[config.mk]
export PLATFORM = sky130hd
export DESIGN_NAME = power_button_sequencer_flat
export DESIGN_NICKNAME = d
export VERILOG_FILES = /design/src/pbs_pkg.sv /design/src/pbs_if.sv /design/src/pbs_core.sv /design/src/power_button_sequencer.sv /design/src/flat_wrapper.sv
export SDC_FILE = /design/constraint.sdc
export NUM_CORES = 1
export LEC_CHECK = 0
export ABC_AREA = 1
export BUFFER_PORTS_ARGS = -buffer_cell sky130_fd_sc_hd__buf_2
export CORE_MARGIN = 3
export CORE_UTILIZATION = 67
export DETAILED_ROUTE_END_ITERATION = 8
export MAX_ROUTING_LAYER = met4
export PLACE_DENSITY = 0.86
export SYNTH_ARGS = -nofsm -noshare
export SYNTH_HDL_FRONTEND = slang
export SYNTH_SLANG_ARGS = --single-unit
export TNS_END_PERCENT = 100
[constraint.sdc]
create_clock -name i_clk -period 4.84 [get_ports i_clk]
set_input_delay 0 -clock i_clk [delete_from_list [all_inputs] [get_ports i_clk]]
set_output_delay 0 -clock i_clk [all_outputs]
set_load 0.1 [all_outputs]
[src/pbs_pkg.sv]
// Shared types and constants of the power button sequencer.
package pbs_pkg;

    // Configuration register width and index width of the write channel
    localparam int CFG_W = 16;
    localparam int IDX_W = 8;

    // Configuration register indexes
    localparam logic [IDX_W-1:0] CFG_ON_HOLD     = 8'd0;
    localparam logic [IDX_W-1:0] CFG_OFF_HOLD    = 8'd1;
    localparam logic [IDX_W-1:0] CFG_BLINK       = 8'd2;
    localparam logic [IDX_W-1:0] CFG_RESTART_OFF = 8'd3;

    // Configuration reset values
    localparam logic [CFG_W-1:0] RST_ON_HOLD     = 16'd1500;
    localparam logic [CFG_W-1:0] RST_OFF_HOLD    = 16'd4000;
    localparam logic [CFG_W-1:0] RST_BLINK       = 16'd250;
    localparam logic [CFG_W-1:0] RST_RESTART_OFF = 16'd1000;

    typedef enum logic [1:0] {
        PH_IDLE    = 2'd0,
        PH_HOLD    = 2'd1,
        PH_WARM    = 2'd2,
        PH_RESTART = 2'd3
    } t_phase;

    typedef struct packed {
        logic [CFG_W-1:0] on_hold_ticks;
        logic [CFG_W-1:0] off_hold_ticks;
        logic [CFG_W-1:0] blink_period;
        logic [CFG_W-1:0] restart_off_ticks;
    } t_cfg;

    typedef struct packed {
        logic key_down;
        logic under_temp;
        logic reset_request;
    } t_tick;

    typedef struct packed {
        logic power_enable;
        logic power_led;
        logic heater;
        logic thermal_led;
    } t_result;

endpackage

[src/pbs_if.sv]
// Handshake channel interfaces: tick items, result items and configuration writes.
interface pbs_in_if;
    logic valid;
    logic ready;
    logic key_down;
    logic under_temp;
    logic reset_request;

    modport source (output valid, output key_down, output under_temp,
                    output reset_request, input ready);
    modport sink   (input valid, input key_down, input under_temp,
                    input reset_request, output ready);
endinterface

interface pbs_out_if;
    logic valid;
    logic ready;
    logic power_enable;
    logic power_led;
    logic heater;
    logic thermal_led;

    modport source (output valid, output power_enable, output power_led,
                    output heater, output thermal_led, input ready);
    modport sink   (input valid, input power_enable, input power_led,
                    input heater, input thermal_led, output ready);
endinterface

interface pbs_cfg_if;
    logic        valid;
    logic        ready;
    logic [7:0]  index;
    logic [15:0] data;

    modport source (output valid, output index, output data, input ready);
    modport sink   (input valid, input index, input data, output ready);
endinterface

[src/pbs_core.sv]
// Sequencer state and the per-tick update of phase, counters and result bits.
module pbs_core #(
    parameter int COUNT_WIDTH = 16
) (
    input  logic             i_clk,
    input  logic             i_rst_n,
    input  logic             i_step,
    input  pbs_pkg::t_tick   i_tick,
    input  pbs_pkg::t_cfg    i_cfg,
    output pbs_pkg::t_result o_result
);
    import pbs_pkg::*;

    localparam int CMP_W = (COUNT_WIDTH > CFG_W) ? COUNT_WIDTH : CFG_W;
    localparam int BLK_W = (COUNT_WIDTH + 1 > CFG_W) ? COUNT_WIDTH + 1 : CFG_W;
    localparam logic [COUNT_WIDTH-1:0] CNT_MAX = '1;

    t_phase                 r_phase, n_phase;
    logic                   r_was_on, n_was_on;
    logic                   r_last_key, n_last_key;
    logic [COUNT_WIDTH-1:0] r_hold, n_hold;
    logic [COUNT_WIDTH-1:0] r_blink, n_blink;
    logic [COUNT_WIDTH-1:0] r_restart, n_restart;

    logic                   lit;
    logic [COUNT_WIDTH:0]   blink_inc;
    logic [CMP_W-1:0]       hold_thr;

    // Lit half of the blink period, taken from the count before this tick
    assign lit = BLK_W'(r_blink) < BLK_W'(i_cfg.blink_period >> 1);

    assign hold_thr = r_was_on ? CMP_W'(i_cfg.off_hold_ticks)
                               : CMP_W'(i_cfg.on_hold_ticks);

    // Next state: key logic first, then the restart request
    always_comb begin
        logic do_hold;
        logic do_start;
        do_hold    = 1'b0;
        do_start   = 1'b0;
        n_phase    = r_phase;
        n_was_on   = r_was_on;
        n_last_key = r_last_key;
        n_hold     = r_hold;
        n_restart  = r_restart;

        case (r_phase)
            PH_HOLD: begin
                if (i_tick.key_down) begin
                    n_hold  = (r_hold == CNT_MAX) ? r_hold : r_hold + 1'b1;
                    do_hold = 1'b1;
                end else begin
                    n_phase = PH_IDLE;
                end
            end
            PH_WARM: begin
                if (!i_tick.under_temp) begin
                    n_phase  = PH_IDLE;
                    n_was_on = 1'b1;
                end
            end
            PH_RESTART: begin
                n_restart = (r_restart == CNT_MAX) ? r_restart : r_restart + 1'b1;
                do_start  = CMP_W'(n_restart) >= CMP_W'(i_cfg.restart_off_ticks);
            end
            default: begin
                n_phase    = PH_IDLE;
                n_last_key = i_tick.key_down;
                if (i_tick.key_down && !r_last_key) begin
                    n_phase = PH_HOLD;
                    n_hold  = '0;
                    do_hold = 1'b1;
                end
            end
        endcase

        // Fire the hold action once the count meets the threshold
        if (do_hold && CMP_W'(n_hold) >= hold_thr) begin
            if (r_was_on) begin
                n_was_on = 1'b0;
                n_phase  = PH_IDLE;
            end else begin
                do_start = 1'b1;
            end
        end

        if (do_start) begin
            if (i_tick.under_temp) begin
                n_phase = PH_WARM;
            end else begin
                n_phase  = PH_IDLE;
                n_was_on = 1'b1;
            end
        end

        // Restart request while on: drop power and start the off wait
        if (r_phase != PH_RESTART && n_phase == PH_IDLE && n_was_on &&
            i_tick.reset_request) begin
            n_was_on  = 1'b0;
            n_phase   = PH_RESTART;
            n_restart = '0;
            if (i_cfg.restart_off_ticks == '0) begin
                if (i_tick.under_temp) begin
                    n_phase = PH_WARM;
                end else begin
                    n_phase  = PH_IDLE;
                    n_was_on = 1'b1;
                end
            end
        end
    end

    // Free-running blink phase counter
    always_comb begin
        blink_inc = {1'b0, r_blink} + 1'b1;
        if (BLK_W'(blink_inc) >= BLK_W'(i_cfg.blink_period) || blink_inc[COUNT_WIDTH]) begin
            n_blink = '0;
        end else begin
            n_blink = blink_inc[COUNT_WIDTH-1:0];
        end
    end

    // Outputs from the state after this tick's update
    always_comb begin
        o_result.power_enable = n_was_on;
        o_result.power_led    = n_was_on;
        o_result.heater       = (n_phase == PH_WARM);
        o_result.thermal_led  = (n_phase == PH_WARM) && lit;
    end

    // Advance the state once per item
    always_ff @(posedge i_clk) begin
        if (!i_rst_n) begin
            r_phase    <= PH_IDLE;
            r_was_on   <= 1'b0;
            r_last_key <= 1'b0;
            r_hold     <= '0;
            r_blink    <= '0;
            r_restart  <= '0;
        end else if (i_step) begin
            r_phase    <= n_phase;
            r_was_on   <= n_was_on;
            r_last_key <= n_last_key;
            r_hold     <= n_hold;
            r_blink    <= n_blink;
            r_restart  <= n_restart;
        end
    end

endmodule

[src/power_button_sequencer.sv]
// Top level of the power button sequencer: input stage, configuration and result register.
// One tick item in, one result item out, at up to one item per clock. An item is
// registered at the input, goes through the sequencer update and lands in the result
// register; the result register and input stage let a new tick be taken every clock
// while the downstream side keeps ready high. Configuration writes are taken at any
// time (ready is always high) and must only be made while no tick is in flight.
// The hold and restart counters are COUNT_WIDTH bits and saturate; thresholds beyond
// that never fire.
module power_button_sequencer #(
    parameter int COUNT_WIDTH = 16
) (
    input  logic      i_clk,
    input  logic      i_rst_n,
    pbs_in_if.sink    i_in,
    pbs_cfg_if.sink   i_cfg,
    pbs_out_if.source o_out
);
    import pbs_pkg::*;

    t_cfg    r_cfg;
    logic    r_s1_valid;
    t_tick   r_tick;
    logic    r_out_valid;
    t_result r_out;
    t_result result;
    logic    s1_go;

    assign s1_go      = !r_out_valid || o_out.ready;
    assign i_in.ready = !r_s1_valid || s1_go;
    assign i_cfg.ready = 1'b1;

    // Configuration registers
    always_ff @(posedge i_clk) begin
        if (!i_rst_n) begin
            r_cfg.on_hold_ticks     <= RST_ON_HOLD;
            r_cfg.off_hold_ticks    <= RST_OFF_HOLD;
            r_cfg.blink_period      <= RST_BLINK;
            r_cfg.restart_off_ticks <= RST_RESTART_OFF;
        end else if (i_cfg.valid) begin
            case (i_cfg.index)
                CFG_ON_HOLD:     r_cfg.on_hold_ticks     <= i_cfg.data;
                CFG_OFF_HOLD:    r_cfg.off_hold_ticks    <= i_cfg.data;
                CFG_BLINK:       r_cfg.blink_period      <= i_cfg.data;
                CFG_RESTART_OFF: r_cfg.restart_off_ticks <= i_cfg.data;
                default: begin
                end
            endcase
        end
    end

    // Input stage: hold the accepted tick until it moves on
    always_ff @(posedge i_clk) begin
        if (!i_rst_n) begin
            r_s1_valid <= 1'b0;
        end else if (i_in.valid && i_in.ready) begin
            r_s1_valid <= 1'b1;
        end else if (s1_go) begin
            r_s1_valid <= 1'b0;
        end
    end

    always_ff @(posedge i_clk) begin
        if (i_in.valid && i_in.ready) begin
            r_tick.key_down      <= i_in.key_down;
            r_tick.under_temp    <= i_in.under_temp;
            r_tick.reset_request <= i_in.reset_request;
        end
    end

    pbs_core #(
        .COUNT_WIDTH (COUNT_WIDTH)
    ) u_core (
        .i_clk    (i_clk),
        .i_rst_n  (i_rst_n),
        .i_step   (r_s1_valid && s1_go),
        .i_tick   (r_tick),
        .i_cfg    (r_cfg),
        .o_result (result)
    );

    // Result register
    always_ff @(posedge i_clk) begin
        if (!i_rst_n) begin
            r_out_valid <= 1'b0;
        end else if (s1_go) begin
            r_out_valid <= r_s1_valid;
        end
    end

    always_ff @(posedge i_clk) begin
        if (s1_go && r_s1_valid) begin
            r_out <= result;
        end
    end

    assign o_out.valid        = r_out_valid;
    assign o_out.power_enable = r_out.power_enable;
    assign o_out.power_led    = r_out.power_led;
    assign o_out.heater       = r_out.heater;
    assign o_out.thermal_led  = r_out.thermal_led;

`ifndef SYNTHESIS
    // Heater runs only while the rail is still off
    a_heat_off: assert property (@(posedge i_clk) disable iff (!i_rst_n)
        r_out_valid |-> !(r_out.heater && r_out.power_enable))
        else $error("heater on with power enabled");

    // Thermal LED blinks only while warming
    a_led_heat: assert property (@(posedge i_clk) disable iff (!i_rst_n)
        r_out_valid && r_out.thermal_led |-> r_out.heater)
        else $error("thermal LED lit outside warming");

    // A stalled result must not be dropped or replaced
    a_out_hold: assert property (@(posedge i_clk) disable iff (!i_rst_n)
        r_out_valid && !o_out.ready |=> r_out_valid && $stable(r_out))
        else $error("stalled result lost");
`endif

endmodule

[src/flat_wrapper.sv]
// flat-port wrapper written by rule: the top's interface ports become plain ports
module power_button_sequencer_flat import pbs_pkg::*;
#(
    parameter int COUNT_WIDTH = 16
)
  (i_clk, i_rst_n, i_in_valid, i_in_key_down, i_in_under_temp, i_in_reset_request, i_in_ready, i_cfg_valid, i_cfg_index, i_cfg_data, i_cfg_ready, o_out_valid, o_out_power_enable, o_out_power_led, o_out_heater, o_out_thermal_led, o_out_ready);
  pbs_in_if i_in_i ();
  pbs_cfg_if i_cfg_i ();
  pbs_out_if o_out_i ();
  input  logic i_clk;
  input  logic i_rst_n;
  input wire logic [$bits(i_in_i.valid)-1:0] i_in_valid;
  input wire logic [$bits(i_in_i.key_down)-1:0] i_in_key_down;
  input wire logic [$bits(i_in_i.under_temp)-1:0] i_in_under_temp;
  input wire logic [$bits(i_in_i.reset_request)-1:0] i_in_reset_request;
  output wire logic [$bits(i_in_i.ready)-1:0] i_in_ready;
  input wire logic [$bits(i_cfg_i.valid)-1:0] i_cfg_valid;
  input wire logic [$bits(i_cfg_i.index)-1:0] i_cfg_index;
  input wire logic [$bits(i_cfg_i.data)-1:0] i_cfg_data;
  output wire logic [$bits(i_cfg_i.ready)-1:0] i_cfg_ready;
  output wire logic [$bits(o_out_i.valid)-1:0] o_out_valid;
  output wire logic [$bits(o_out_i.power_enable)-1:0] o_out_power_enable;
  output wire logic [$bits(o_out_i.power_led)-1:0] o_out_power_led;
  output wire logic [$bits(o_out_i.heater)-1:0] o_out_heater;
  output wire logic [$bits(o_out_i.thermal_led)-1:0] o_out_thermal_led;
  input wire logic [$bits(o_out_i.ready)-1:0] o_out_ready;
  assign i_in_i.valid = i_in_valid;
  assign i_in_i.key_down = i_in_key_down;
  assign i_in_i.under_temp = i_in_under_temp;
  assign i_in_i.reset_request = i_in_reset_request;
  assign i_in_ready = i_in_i.ready;
  assign i_cfg_i.valid = i_cfg_valid;
  assign i_cfg_i.index = i_cfg_index;
  assign i_cfg_i.data = i_cfg_data;
  assign i_cfg_ready = i_cfg_i.ready;
  assign o_out_valid = o_out_i.valid;
  assign o_out_power_enable = o_out_i.power_enable;
  assign o_out_power_led = o_out_i.power_led;
  assign o_out_heater = o_out_i.heater;
  assign o_out_thermal_led = o_out_i.thermal_led;
  assign o_out_i.ready = o_out_ready;
  power_button_sequencer #(.COUNT_WIDTH(COUNT_WIDTH)) u_core (.i_clk(i_clk), .i_rst_n(i_rst_n), .i_in(i_in_i), .i_cfg(i_cfg_i), .o_out(o_out_i));
endmodule
==> impl_results.md, run 1 <==
- Status: complete, no violations
- HP Class: in2reg
- Starting density of the core: 70.3%
- Tcrit/Tclk final: 84.9%
- Maxcap violations: 0
- ANT nets after route: 0
- Routed WL: 19,700 um
- Skew-Pair Late Insertion Delay: 0.42 ns
- Final Critical Period: 4.11 ns
- Pleak: 4.21 nW
- ANT cells: 0
- Required time worst endpoint: 5.20 ns
- Max_slew headroom: 29.3%
- Primary FF master, synth: dfxtp_1
- Largest delay contributor family on the critical path: simple AND/OR/NAND/NOR gates
- Buf/Inv on CP: 2
- Core area: 0.0111 mm^2
- DR vias: 7,563
- Placed Cells: 1,238
- GRT met2 Usage: 51.9%
- Grt met1 use: 41.3%
- Cells on worst reg2reg path: 29
- Hold path depth: 3
- Seq/Total Area, Yosys: 32.5%
- Netlist Area Pre-Place: 0.00782 mm^2
- Placed Area: 0.00797 mm^2
- Routability cong.: 0.946
- FFs w/ async S/R, synth: 0%
- Total clock sinks: 124
- Layout cells sized above 1: 10.1%
- EDFF count, synth: 6
- Fmax: 243 MHz
- Syn Area/Cell: 7.08 um^2
- RSZ-0062 raised after global routing: no
- Critical path class: reg2reg
- Reg-to-reg slack, setup: 0.73 ns
- Reg2reg end: u_core.u_core.r_restart[12]$_SDFFE_PN0P_
- Worst Max-Slew Pin Slew: 1.06 ns
- Max IR drop VDD: 0.000288 V
- Final non-filler cell total: 1,293
- CTS clk-pin slew, worst paths: 0.06 ns
- # port buffers: 37
- Row count: 38
- Worst Hold End: u_core.r_cfg[42]$_SDFFE_PN1P_
- Cell with the most instances after synthesis: nand2_1
- FF+latch count, synth: 124
- Post-CTS Resized: 0
- CTS Buf Count: 17
- Final setup violating endpoints: 0
- DRT iter0 DRCs: 842
- Syn Inst Count: 1,104
- Drt pass-1 iters: 5
- Worst path most repeated cell: nand2_1
- First-pass GRT wire length: 33,400 um
- CTS Buffer Depth: 2
- Setup TNS: 0 ns
- Remaining global-route overflow: 0
- Hold Buf Count CTS: 23
- Hold_sp: i_rst_n
- Arr. time, crit path: 4.46 ns
- PwrDens: 304 mW/mm^2
- Die height: 114 um
- Most common library cells after synthesis: nand2_1 (211), inv_1 (135), dfxtp_1 (118)
- Largest net degree at the start of global routing: 89
- Vias in the first global route: 7,013
- GRT Resource Usage Total: 32.5%
- Slew Limit Fails: 0
- Setup Buffers After CTS: 0
- Critical path launch point type: register
- Worst setup EP type: register
- CTS H-tree depth: 4
- Routed vias/inst: 5.85
- DRC: 0
- FILL cells: 799
- Initial antenna violation count: 0
- DR WL/cell: 15.2 um
- Synth warn: 0
- DP HPWL: 12,800 um
- # IOs: 39
- RR Startpoint: u_core.u_core.r_hold[0]$_SDFFE_PN0P_
- Tot Pwr: 2.68 mW
- Worst-path maximum fanout: 32
- GR Util met3: 5.99%
- Final hold violations: 0
- Worst-case clock skew: 0.00819 ns
- Area contributors post-synth: dfxtp_1 (30%), ha_1 (10%), nand2_1 (10%)
- Final instance area: 0.00881 mm^2
- Leading area contributor after synthesis: dfxtp_1
- Area growth from synthesis to layout: 12.8%
- CP max stage cell: dfxtp_1
- Syn_nets: 1,201
- Final Net Count: 1,237
- Busiest grt layer: met2
- Die W: 114 um
- CTS tree: yes
- Distinct cells, synth: 56
- Die area: 0.0130 mm^2
- Post-synth top area share: 30.2%
- Delay of the slowest cell on the worst path: 0.39 ns
- Fin util: 79.2%
- Root buffer cell: clkbuf_16
## worst max-delay path by stage
stage | startpoint | end | depth (start not counted)
floorplan | u_core.u_core.r_hold[0]$_SDFFE_PN0P_ | u_core.o_out.power_enable$_DFFE_PP_ | 27
global placement | u_core.u_core.r_hold[0]$_SDFFE_PN0P_ | u_core.u_core.r_restart[0]$_SDFFE_PN0P_ | 28
detailed placement | u_core.u_core.r_hold[0]$_SDFFE_PN0P_ | u_core.u_core.r_restart[12]$_SDFFE_PN0P_ | 28
CTS | u_core.u_core.r_hold[0]$_SDFFE_PN0P_ | u_core.u_core.r_restart[12]$_SDFFE_PN0P_ | 28
global route | u_core.u_core.r_hold[0]$_SDFFE_PN0P_ | u_core.u_core.r_restart[9]$_SDFFE_PN0P_ | 29
finish | u_core.u_core.r_hold[0]$_SDFFE_PN0P_ | u_core.u_core.r_restart[12]$_SDFFE_PN0P_ | 29
## where the power goes
part           internal [mW]  switching, mW  leakage [nW]
clock                  0.796          0.503         0.285
sequential              1.05         0.0289          1.01
combinational         0.0984          0.201          2.91
## logic make-up after synthesis
| kind of cell | share of synthesized area [%] |
|---|---|
| compound gates | 15.2 |
| fa+ha+maj | 10.4 |
| simple gates | 27.3 |
| other cells | 0.0480 |
| flops | 32.5 |
| mux | 1.92 |
| xor+xnor | 2.47 |
| buf+inv | 10.1 |
## cell usage in the layout (no fill, tap or decap), types with 2 or more instances in the layout
cell           instances
a211oi_1               2
o21ai_0               70
buf_4                  4
nor2_4                 3
nand2_1              211
dfxtp_1              118
nor2_1               111
o211ai_1              27
nor3b_1                2
clkbuf_16             18
nand3_1               56
bufinv_16              2
or2_0                  2
nor3_2                 2
clkinvlp_4             4
o21ai_1                6
xnor2_1                7
dlygate4sd3_1         23
buf_2                 37
inv_2                 12
nor2_2                 8
nor3_1                12
nand4_1               32
ha_1                  65
or2_2                  3
a21oi_1              102
mux2i_1               15
inv_6                  3
a21o_1                 2
nor4_1                 8
xor2_1                15
clkinv_4               5
edfxtp_1               6
inv_1                135
nand4_2                2
## stage by stage
stage	hold WS (ns)	setup WS, ns
floorplan	0.0989	1.56
global placement	0.183	1.13
detailed placement	0.181	0.961
CTS	0.252	0.839
global route	0.311	0.216
finish	0.274	0.731
## tightest hold or removal path, cell delays in order
cell and delay [ns]:
buf_2 0.09, buf_4 0.37, nand3_1 0.18
## final cells by class
| cell class | count | area, um^2 | area share [%] |
|---|---|---|---|
| Tap cell | 140 | 175 | 1.99 |
| Sequential cell | 124 | 2540 | 28.8 |
| Clock buffer | 18 | 450 | 5.11 |
| Timing Repair Buffer | 64 | 445 | 5.05 |
| Inverter | 148 | 556 | 6.30 |
| Clock inverter | 14 | 160 | 1.82 |
| Multi-Input combinational cell | 785 | 4490 | 50.9 |
## state kept, by name, indices dropped and copies added, names as in the netlist, 2 cells and up
name and cells:
u_core.u_core.r_blink 16, u_core.u_core.r_phase 2, u_core.r_tick 3, u_core.u_core.r_restart 16, u_core.r_cfg 64, u_core.u_core.r_hold 16
## per-layer routing
layer | up-vias | wire length [um] | part of all wire, %
met5 | - | 0 | 0
met1 | 3440 | 8630 | 44
met2 | 319 | 9140 | 46
met4 | 0 | 475 | 2.4
met3 | 59 | 1410 | 7.2
li1 | 3745 | - | -
Power figures use the tool's default switching activity.
==> run 2, diff against run 1 <==
Settings changed: CORE_UTILIZATION 67 to 62, PLACE_DENSITY 0.86 to 0.8.
Clock period 4.84 ns to 4.1 ns, I/O delays scaled along.
==> impl_results.md, run 2 (same netlist as run 1, synthesis figures left out) <==
- Routed vias/inst: 5.65 (-3.4%)
- Final setup violating endpoints: 0 (unchanged)
- Tcrit/Tclk final: 91.3% (+6.4 points)
- Vias in the first global route: 6,983 (-0.43%)
- CTS clk-pin slew, worst paths: 0.06 ns (about the same)
- Root buffer cell: clkbuf_16
- DRC: 0 (unchanged)
- Pleak: 4.21 nW (about the same)
- Fin util: 72.8% (-6.4 points)
- Final hold violations: 0 (unchanged)
- Hold WS: 0.0477 ns (-0.226 ns)
- Row count: 40 (+5.3%)
- Critical path launch point type: register
- Final Critical Period: 3.74 ns (-0.366 ns)
- Arr. time, crit path: 4.06 ns (-0.40 ns)
- FILL cells: 991 (+24%)
- DP HPWL: 12,900 um (+1.2%)
- Largest net degree at the start of global routing: 88 (-1.1%)
- Post-route worst setup slack: 0.358 ns (-0.374 ns)
- Layout cells sized above 1: 10.5% (+0.42 points)
- Critical path class: reg2reg
- Area growth from synthesis to layout: 13.3%
- # port buffers: 37 (unchanged)
- # IOs: 39 (unchanged)
- Largest Register: u_core.r_cfg
- Worst Max-Slew Pin Slew: 1.09 ns (+0.0322 ns)
- Pre-CTS setup slack: 0.348 ns (-0.613 ns)
- HP Class: in2reg
- Slew Limit Fails: 0 (unchanged)
- Maxcap violations: 0 (unchanged)
- Max IR drop VDD: 0.000319 V (+11%)
- DRT iter0 DRCs: 614 (-27%)
- Commonest non-fill, non-tap cells in the layout: nand2_1 (210), inv_1 (135), dfxtp_1 (117), nor2_1 (110), a21oi_1 (101)
- Worst setup EP type: register
- Routed WL: 19,400 um (-1.4%)
- ANT nets after route: 0 (unchanged)
- ANT cells: 0 (unchanged)
- CTS tree: yes
- Final Net Count: 1,239 (+0.16%)
- Most common cell after layout, fill and taps aside: nand2_1
- Drt pass-1 iters: 7 (+2)
- CTS Buffer Depth: 2 (unchanged)
- Placed Cells: 1,268 (+2.4%)
- Status: complete, no violations
- Die height: 118 um (+3.7%)
- Skew-Pair Late Insertion Delay: 0.42 ns (about the same)
- DR WL/cell: 14.7 um (-3.6%)
- Die area: 0.0140 mm^2 (+7.6%)
- Remaining global-route overflow: 0 (unchanged)
- CTS Buf Count: 17 (unchanged)
- DR vias: 7,473 (-1.2%)
- Max_slew headroom: 27.1% (-2.2 points)
- Initial antenna violation count: 0 (unchanged)
- Worst-case clock skew: 0.00689 ns (-0.00130 ns)
- Fmax: 267 MHz (+9.8%)
- Worst-path maximum fanout: 16 (-50%)
- Cells on worst reg2reg path: 25 (-14%)
- First-pass GRT wire length: 32,800 um (-2.0%)
- Routability cong.: 0.868 (-8.2%)
- Reg-to-reg slack, setup: 0.36 ns (-0.37 ns)
- Starting density of the core: 64.3% (-6.0 points)
- CTS H-tree depth: 4 (unchanged)
- Required time worst endpoint: 4.42 ns (-0.78 ns)
- Core area: 0.0122 mm^2 (+9.3%)
- Largest register FFs: 64 (unchanged)
- GRT Resource Usage Total: 29.2% (-3.2 points)
- Hold path depth: 5 (+2)
- Total clock sinks: 124 (unchanged)
- Final non-filler cell total: 1,323 (+2.3%)
- Die W: 118 um (+3.7%)
- PwrDens: 349 mW/mm^2 (+15%)
==> run 2: changes by cell type in the layout (fill, tap and decap cells not counted), moves of 2 or more <==
cell,before,now
clkinv_2,0,7
clkinv_4,5,0
inv_6,3,0
nor2_4,3,5
==> run 2: path summary, 6_finish.rpt <==
kind                                           startpoint                                  endpoint
setup / recovery  u_core.u_core.r_restart[0]$_SDFFE_PN0P_  u_core.u_core.r_restart[13]$_SDFFE_PN0P_
hold / removal                             i_cfg_index[2]              u_core.r_cfg[0]$_SDFFE_PN0P_
setup reg to reg  u_core.u_core.r_restart[0]$_SDFFE_PN0P_  u_core.u_core.r_restart[13]$_SDFFE_PN0P_
hold reg to reg             u_core.r_cfg[43]$_SDFFE_PN1P_             u_core.r_cfg[43]$_SDFFE_PN1P_
==> run 2: per-layer routing <==
layer | global-route usage, % | wire length (um) | up-vias
met2 | 46.3 | 8960 | 218
li1 | - | - | 3742
met1 | 37.0 | 8950 | 3473
met3 | 5.50 | 1010 | 40
met4 | 11.4 | 465 | 0
met5 | - | 0 | -
==> run 2: what timing repair did <==
| item | in CTS | in global routing |
|---|---|---|
| buffers inserted | 0 | 0 |
| setup endpoints to repair | 0 | 20 |
| hold buffers | 23 | 0 |
| gates resized for setup | 0 | 9 |
| hold endpoints to repair | 68 | 0 |
==> run 2: final cells by class <==
type | instances | area (um^2) | area share, %
clock inverter | 13 | 125 | 1.41
timing repair buffer | 66 | 468 | 5.28
multi-input combinational | 785 | 4510 | 50.9
inverter | 148 | 556 | 6.27
tap | 168 | 210 | 2.37
sequential | 124 | 2540 | 28.7
clock buffer | 19 | 443 | 5.00
==> run 2: power by group <==
part	internal [mW]	switching [mW]
Clock	0.900	0.561
Sequential	1.24	0.0337
Combinational	0.121	0.235
Total	2.27	0.829
==> run 2: worst max-delay path, cell delays in order, from the launching register on <==
cell and delay [ns]:
dfxtp_1 0.39, ha_1 0.19, inv_1 0.07, nor2_1 0.17, nand3_1 0.15, nor2_2 0.18
nand4_2 0.21, nand4_1 0.15, xnor2_1 0.09, ha_1 0.30, nand2_1 0.06, inv_1 0.06
nand3_1 0.09, nor3_1 0.30, nand2_1 0.13, nand3_1 0.11, nand2_1 0.08, nand2_1 0.06
nand2_1 0.06, nand2_1 0.14, nand3_4 0.16, buf_8 0.20, nand2_1 0.09, nand3_1 0.08
nand2_1 0.07, nor2_1 0.04
==> run 2: stage by stage <==
| stage | total power, mW | setup TNS (ns) | instance area (um^2) |
|---|---|---|---|
| 2_1_floorplan | 1.55 | 0 | 7820 |
| 3_3_place_gp | 1.62 | 0 | 8020 |
| 3_5_place_dp | 1.63 | 0 | 8020 |
| 4_1_cts | 3.09 | 0 | 8820 |
| 5_1_grt | 3.21 | -0.0116 | 8860 |
| 6_report | 3.09 | 0 | 8860 |
==> run 3, diff against run 2 <==
Settings changed: RECOVER_POWER from default to 100.
==> impl_results.md, run 3 (same netlist as run 1, synthesis figures left out) <==
- Hold_sp: i_cfg_index[2]
- Remaining global-route overflow: 0 (unchanged)
- Most common cell after layout, fill and taps aside: nand2_1
- Max IR drop VDD: 0.000319 V (about the same)
- Root buffer cell: clkbuf_16
- Net load switching power: 0.829 mW (about the same)
- First-pass GRT wire length: 32,800 um (unchanged)
- GRT Resource Usage Total: 29.2% (unchanged)
- CTS Buffer Depth: 2 (unchanged)
- Routed vias/inst: 5.65 (about the same)
- Largest register FFs: 64 (unchanged)
- Pleak: 4.17 nW (-0.96%)
- CTS H-tree depth: 4 (unchanged)
- Max_slew headroom: -52.0% (-79 points)
- Post-route worst setup slack: 0.380 ns (+0.0223 ns)
- Placed Cells: 1,268 (unchanged)
- Final hold violations: 0 (unchanged)
- Int Power: 2.26 mW (about the same)
- Delay of the slowest cell on the worst path: 0.39 ns (about the same)
- Arr. time, crit path: 4.04 ns (-0.02 ns)
- Area of the multi-input gates: 0.00448 mm^2 (-0.64%)
- Worst Hold End: u_core.r_cfg[0]$_SDFFE_PN0P_
- Cells on worst reg2reg path: 25 (unchanged)
- Critical path class: reg2reg
- DR WL/cell: 14.6 um (-0.14%)
- Final setup violating endpoints: 0 (unchanged)
- Sequential Area: 0.00254 mm^2 (unchanged)
- PwrDens: 351 mW/mm^2 (+0.42%)
- # port buffers: 37 (unchanged)
- CTS tree: yes
- ANT cells: 0 (unchanged)
- Reg2reg end: u_core.u_core.r_restart[13]$_SDFFE_PN0P_
- RR Startpoint: u_core.u_core.r_restart[0]$_SDFFE_PN0P_
- Largest net degree at the start of global routing: 88 (unchanged)
- Die height: 118 um (unchanged)
- Area growth from synthesis to layout: 12.8%
- Failing checks: max-capacitance violations, max-slew violations
- Comb power frac: 11.4% (about the same)
- Skew-Pair Late Insertion Delay: 0.43 ns (about the same)
- HP Class: in2reg
- Setup Buffers After CTS: 0 (unchanged)
- Fmax: 269 MHz (+0.60%)
- CTS clk-pin slew, worst paths: 0.06 ns (about the same)
- Die area: 0.0140 mm^2 (unchanged)
- Layout cells sized above 1: 9.26% (-1.2 points)
- DR vias: 7,478 (+0.067%)
- Slew Limit Fails: 57 (+57)
- FILL cells: 1,003 (+1.2%)
- Hold path depth: 5 (unchanged)
- Row count: 40 (unchanged)
- Routed WL: 19,400 um (-0.14%)
- DRT iter0 DRCs: 607 (-1.1%)
- Core area: 0.0122 mm^2 (unchanged)
- Final Net Count: 1,239 (unchanged)
- Maxcap violations: 1 (+1)
- Clk pwr share: 47.3% (about the same)
- Pre-CTS setup slack: 0.348 ns (unchanged)
- Worst-case clock skew: 0.00704 ns (+0.000154 ns)
- Hold WS: 0.0431 ns (-0.00458 ns)
- CP max stage cell: dfxtp_1
- Critical path launch point type: register
- Final non-filler cell total: 1,323 (unchanged)
- Final Critical Period: 3.72 ns (-0.0223 ns)
- ANT nets after route: 0 (unchanged)
- Routability cong.: 0.868 (unchanged)
- # IOs: 39 (unchanged)
- Tot Pwr: 3.09 mW (about the same)
- Die W: 118 um (unchanged)
- Seq pwr share: 41.3% (about the same)
- Drt pass-1 iters: 7 (unchanged)
- Starting density of the core: 64.3% (unchanged)
- Initial antenna violation count: 0 (unchanged)
- Commonest non-fill, non-tap cells in the layout: nand2_1 (211), inv_1 (136), dfxtp_1 (117), nor2_1 (110), a21oi_1 (101)
- Worst-path maximum fanout: 16 (unchanged)
- Required time worst endpoint: 4.42 ns (about the same)
- Tcrit/Tclk final: 90.7% (-0.54 points)
- Worst setup EP type: register
- Vias in the first global route: 6,983 (unchanged)
- CTS Buf Count: 17 (unchanged)
- Crit path launch: u_core.u_core.r_restart[0]$_SDFFE_PN0P_
- Worst path most repeated cell: nand2_1
- DP HPWL: 12,900 um (unchanged)
- Largest Register: u_core.r_cfg
- Worst Max-Slew Pin Slew: 2.28 ns (+1.19 ns)
- Total clock sinks: 124 (unchanged)
- Status: complete, but fails checks
- Sw frac: 26.8% (about the same)
- Reg-to-reg slack, setup: 0.38 ns (+0.02 ns)
- DRC: 0 (unchanged)
[run 3: cell count changes in the layout (fill, tap and decap cells not counted), moves of 2 or more]
cell and delta:
buf_2 -7, clkbuf_1 +8, nor3_1 +2, o21ai_0 +2, o21ai_1 -2
[run 3: worst max-delay path by stage]
| stage | end | slack (ns) |
|---|---|---|
| 5_1_grt | u_core.u_core.r_restart[2]$_SDFFE_PN0P_ | -0.006 |
| 2_1_floorplan | u_core.o_out.power_enable$_DFFE_PP_ | 0.82 |
| 6_report | u_core.u_core.r_restart[13]$_SDFFE_PN0P_ | 0.38 |
| 3_3_place_gp | u_core.u_core.r_restart[1]$_SDFFE_PN0P_ | 0.53 |
| 4_1_cts | u_core.u_core.r_restart[4]$_SDFFE_PN0P_ | 0.33 |
| 3_5_place_dp | u_core.u_core.r_restart[4]$_SDFFE_PN0P_ | 0.35 |
[run 3: what timing repair did]
item | 4_1_cts | 5_1_grt
hold buffers | 23 | 0
endpoints found under the hold margin | 68 | 0
gates resized for setup | 0 | 9
setup endpoints to repair | 0 | 20
[run 3: stage by stage]
stage | setup TNS [ns] | utilization (%) | area [um^2]
finish | 0 | 72.5 | 8820
global route | -0.00553 | 72.5 | 8820
CTS | 0 | 72.5 | 8820
detailed placement | 0 | 66.0 | 8020
global placement | 0 | 66.0 | 8020
floorplan | 0 | - | 7820
[run 3: layer usage]
layer  global-route usage, %  vias up  part of all wire, %
li1                        -     3744                    -
met1                    37.0     3473                   46
met2                    46.3      217                   46
met3                    5.50       44                  4.7
met4                    11.4        0                  2.4
met5                       -        -                    0
[run 3: power by group through the flow]
stage	Sequential, mW	Clock, mW	Combinational, mW
4_1_cts	1.28	1.47	0.344
5_1_grt	1.28	1.53	0.395
3_5_place_dp	1.30	0	0.325
2_1_floorplan	1.31	0	0.239
6_report	1.28	1.46	0.353
3_3_place_gp	1.30	0	0.320
[run 3: worst max-delay path, delay by kind of cell, from the launching register on]
family / cells / cell delay, ns
simple gates: 19 / 2.31
fa+ha+maj: 2 / 0.50
flops: 1 / 0.39
buf+inv: 3 / 0.32
xor+xnor: 1 / 0.09
[run 3: cell type report]
type / count / area share, %
multi-input cells: 785 / 50.9
flip-flops and latches: 124 / 28.8
inverters: 148 / 6.30
repair buffers: 66 / 5.17
clock buffers: 19 / 5.02
well taps: 168 / 2.38
clock inverters: 13 / 1.42
